$ cat src/sv/rssi_binned_error_rate_counter_top_assert.svh
// Assertion macros for the RSSI-binned error rate counter.
`ifndef RSSI_BINNED_ERROR_RATE_COUNTER_TOP_ASSERT_SVH
`define RSSI_BINNED_ERROR_RATE_COUNTER_TOP_ASSERT_SVH

// Same-cycle implication, sampled on clk_i, off during reset.
`define RBERC_ASSERT_IMP(lbl, ante, cons, msg) \
  lbl: assert property (@(posedge clk_i) disable iff (!rst_ni) (ante) |-> (cons)) \
    else $error(msg);

// Next-cycle implication, sampled on clk_i, off during reset.
`define RBERC_ASSERT_NXT(lbl, ante, cons, msg) \
  lbl: assert property (@(posedge clk_i) disable iff (!rst_ni) (ante) |=> (cons)) \
    else $error(msg);

`endif

$ cat src/sv/rberc_ram.sv
// Generic single-write, single-read RAM with registered read data.
module rberc_ram #(
  parameter int WIDTH = 8,
  parameter int DEPTH = 16
) (
  input  logic                     clk_i,
  input  logic                     we_i,
  input  logic [$clog2(DEPTH)-1:0] waddr_i,
  input  logic [WIDTH-1:0]         wdata_i,
  input  logic                     re_i,
  input  logic [$clog2(DEPTH)-1:0] raddr_i,
  output logic [WIDTH-1:0]         rdata_o
);
  logic [WIDTH-1:0] mem_q [DEPTH];
  logic [WIDTH-1:0] rdata_q;

  always_ff @(posedge clk_i) begin
    if (we_i) begin
      mem_q[waddr_i] <= wdata_i;
    end
    if (re_i) begin
      rdata_q <= mem_q[raddr_i];
    end
  end

  assign rdata_o = rdata_q;
endmodule

$ cat config.mk
export PLATFORM = sky130hd
export DESIGN_NAME = rberc_ram
export DESIGN_NICKNAME = d
export VERILOG_FILES = /design/src/sv/rssi_binned_error_rate_counter_top_assert.svh /design/src/sv/rberc_ram.sv
export SDC_FILE = /design/constraint.sdc
export NUM_CORES = 1
export LEC_CHECK = 0
export BUFFER_PORTS_ARGS = -buffer_cell sky130_fd_sc_hd__buf_2
export CAP_MARGIN = 5
export CORE_MARGIN = 2
export CORE_UTILIZATION = 45
export CTS_BUF_LIST = sky130_fd_sc_hd__clkbuf_2 sky130_fd_sc_hd__clkbuf_4 sky130_fd_sc_hd__clkbuf_8
export DETAILED_ROUTE_END_ITERATION = 6
export HOLD_SLACK_MARGIN = 0.02
export PLACE_DENSITY_LB_ADDON = 0.12
export REMOVE_ABC_BUFFERS = 1
export SLEW_MARGIN = 40
export SYNTH_ARGS = -nofsm -noshare
export SYNTH_HDL_FRONTEND = slang
export SYNTH_SLANG_ARGS = --single-unit
$ cat constraint.sdc
create_clock -name clk_i -period 1.75 [get_ports clk_i]
set_input_delay 0.35 -clock clk_i [delete_from_list [all_inputs] [get_ports clk_i]]
set_output_delay 0.35 -clock clk_i [all_outputs]
set_load 0.005 [all_outputs]
==> flow_summary_export.csv <==
group,metric,value,unit
floorplan,design.die.area,0.01249,mm2
synthesis,synth.cell_area,0.005228,mm2
critical_path,cp_data_required_time,1910,ps
sta,skew,6.639,ps
grt,track_usage,17.27,%
floorplan,dieHeight,111.8,um
pwr,sequentialPowerShare,56.9,%
pwr,comb_power_share,5.5,%
sta,worstMarginPinSlew,789.0,ps
grt,grt_pass1_vias,2521,
pwr,clkPwrFrac,37.7,%
placement,post_dp_cell_area,0.005715,mm2
grt,grt_pass1_wl,15.36,mm
clock_tree,tritoncts,"yes",
cells_and_area,fillerInstances,886,
placement,finalWeightedCongestion,0.7285,
sta,fmax,657.3,MHz
detailed_routing,totalWireLength,10.02,mm
critical_path,critical_path_class,"primary input to flop",
cells_and_area,final_net_count,310,
pwr,swShare,19.06,%
critical_path,startpoint,"raddr_i[0]",
clock_tree,post_cts_buffers,0,
synthesis,ys_seq_area_share,78.12,%
synthesis,ys_seq_elements,136,
status,status,"complete, no violations",
flow_run,drv_cap,0,
critical_path,cp.depth,6,
critical_path,max_stage_delay,520,ps
cells_and_area,drive_gt1_share,32.78,%
critical_path,cp-endpoint,"rdata_o[3]",
clock_tree,clock_sinks,136,
sta,period_share,86.93,%
placement,io_buffers,26,
worst_hold_path,min_path_type,"primary input to flop",
floorplan,die_w,111.8,um
clock_tree,cts_hold_buf,0,
synthesis,yosys-top-cells-area,"edfxtp_1, mux4_2, mux4_1",
detailed_routing,post_drt_wl_per_cell,22.67,um
critical_path,timing.rr.end,"rdata_o[2]",
pwr,internal_power,0.005251,W
synthesis,syn_inst,229,
grt,overflow,0,
detailed_routing,vias_per_cell,5.670,
grt,antenna_found_initial,0,
cells_and_area,design_area,0.006083,mm2
critical_path,r2r_slack,230,ps
cells_and_area,diodes,0,
critical_path,crit_family,"multiplexers",
sta,tns,0,ps
synthesis,synth_area_per_cell,22.83,um2
clock_tree,ctsResizeCount,0,
clock_tree,cts.clk_slew.worst_paths,70,ps
pwr,ir_drop,0.0004775,V
detailed_routing,dr.first_iter.drc_count,181,
critical_path,r2r_cells,3,
critical_path,crit_arrival,1680,ps
critical_path,r2r-start,"mem_q[10][2]",
clock_tree,clkLatencyLatePin,420,ps
clock_tree,cts_root_buf,"clkbuf_8",
critical_path,crit_slowest_cell,"mux4_1",
placement,hpwl,6.681,mm
critical_path,path_max_fanout,10,
synthesis,yosys_warnings,0,
detailed_routing,drtPass1Iterations,4,
worst_hold_path,hold_start,"re_i",
pwr,power.density,1066,mW/mm2
cells_and_area,area_growth_syn_to_layout,16.37,%
critical_path,crit_buf_inv,3,
clock_tree,htree_levels,4,
floorplan,num_rows,39,
sta,rsz0062_at_grt,"false",
critical_path,path_cells,"buf_2, buf_12, buf_4, mux4_1, a22oi_1, nand2_1",
sta,whs,302.8,ps
sta,final-hold-violation-count,0,
floorplan,core,0.01137,mm2
sta,finalSetupViolations,0,
clock_tree,clockBufferDepth,2,
pwr,power_switching,0.001237,W
detailed_routing,antenna_left,0,
floorplan,pin_count,27,
synthesis,synth_top_area_share,78.12,%
sta,fin_ws,228.7,ps
synthesis,synth_top_area_cell,"edfxtp_1",
floorplan,start_util,45.98,%
cells_and_area,post-route-util,53.51,%
grt,grt_max_degree,22,
critical_path,end_kind,"flop",
placement,dp_slack,-211.8,ps
detailed_routing,drcViolationCount,0,
sta,slew_headroom,47.29,%
synthesis,synth_cell_type_count,18,
worst_hold_path,holdPathStages,1,
critical_path,startpoint_type,"primary input",
sta,min_period,1521,ps
sta,maxSlewViolCount,0,
clock_tree,numCtsBuffers,17,
detailed_routing,routed-via-count,2506,
pwr,leakage,2.066,nW
## layer usage
metal	part of all wire [%]	global-route usage, %	up-vias
met4	1.1	5.679	0
met1	45	24.88	1321
li1	-	-	1098
met5	0	0	-
met3	5.8	4.518	8
met2	48	26.14	79
## cells in the mapped netlist (all sizes together)
library cell	number
nand3	1
nand3b	2
nor2b	1
edfxtp	136
and2	1
a22oi	16
nor2	13
nand2	9
and2b	1
buf	7
nor3	4
or3b	1
nand2b	2
mux4	32
clkdlybuf4s25	3
## sequential cells by signal (all words and copies together), names as in the netlist
name	flops
mem_q	128
rdata_o	8
## power groups by stage
stage | Combinational, W | Clock, W | Sequential [W]
2_1_floorplan | 0.000146 | 0 | 0.00375
3_3_place_gp | 0.000356 | 0 | 0.00376
6_report | 0.000355 | 0.00244 | 0.00369
4_1_cts | 0.000362 | 0.00250 | 0.00369
3_5_place_dp | 0.000361 | 0 | 0.00376
5_1_grt | 0.000386 | 0.00264 | 0.00369
## per-stage QoR
| stage | total power (W) | cells |
|---|---|---|
| floorplan | 0.003899 | 219 |
| global placement | 0.004114 | 415 |
| detailed placement | 0.004121 | 415 |
| CTS | 0.006553 | 442 |
| global route | 0.006715 | 442 |
| finish | 0.006488 | 442 |
## cells by family after synthesis
| family | share of synthesized area (%) |
|---|---|
| flops | 78.12 |
| simple gates | 3.136 |
| mux | 14.79 |
| compound gates | 2.298 |
| buf+inv | 1.651 |
## how the worst min path moves through the flow
| stage | end | slack (ps) |
|---|---|---|
| floorplan | mem_q[0][0] | 450 |
| CTS | mem_q[5][3] | 290 |
| global route | rdata_o[3] | 280 |
| finish | rdata_o[3] | 300 |
| detailed placement | rdata_o[5] | 750 |
| global placement | rdata_o[5] | 740 |
## layout by cell type, fill, tap and decap left out
| cell | instances |
|---|---|
| clkinv_1 | 1 |
| bufinv_16 | 3 |
| nand2b_1 | 2 |
| and2b_1 | 1 |
| buf_4 | 22 |
| or3b_2 | 1 |
| and2_1 | 1 |
| edfxtp_1 | 136 |
| mux4_2 | 18 |
| nor2b_1 | 1 |
| buf_2 | 26 |
| nor3_1 | 4 |
| clkbuf_8 | 17 |
| nand2_1 | 9 |
| a22oi_1 | 16 |
| nor2_1 | 13 |
| mux4_1 | 14 |
| clkbuf_4 | 4 |
| nand3b_1 | 2 |
| buf_12 | 5 |
| clkinv_2 | 2 |
| nand3_1 | 1 |
## final cells by class
cell class	count	area [um2]	area share (%)
Clock buffer	21	264.0	4.340
Clock inverter	6	103.9	1.707
Multi-Input combinational cell	83	1057	17.38
Sequential cell	136	4084	67.13
Tap cell	143	178.9	2.941
Timing Repair Buffer	53	395.4	6.499
Power figures use the tool's default switching activity.
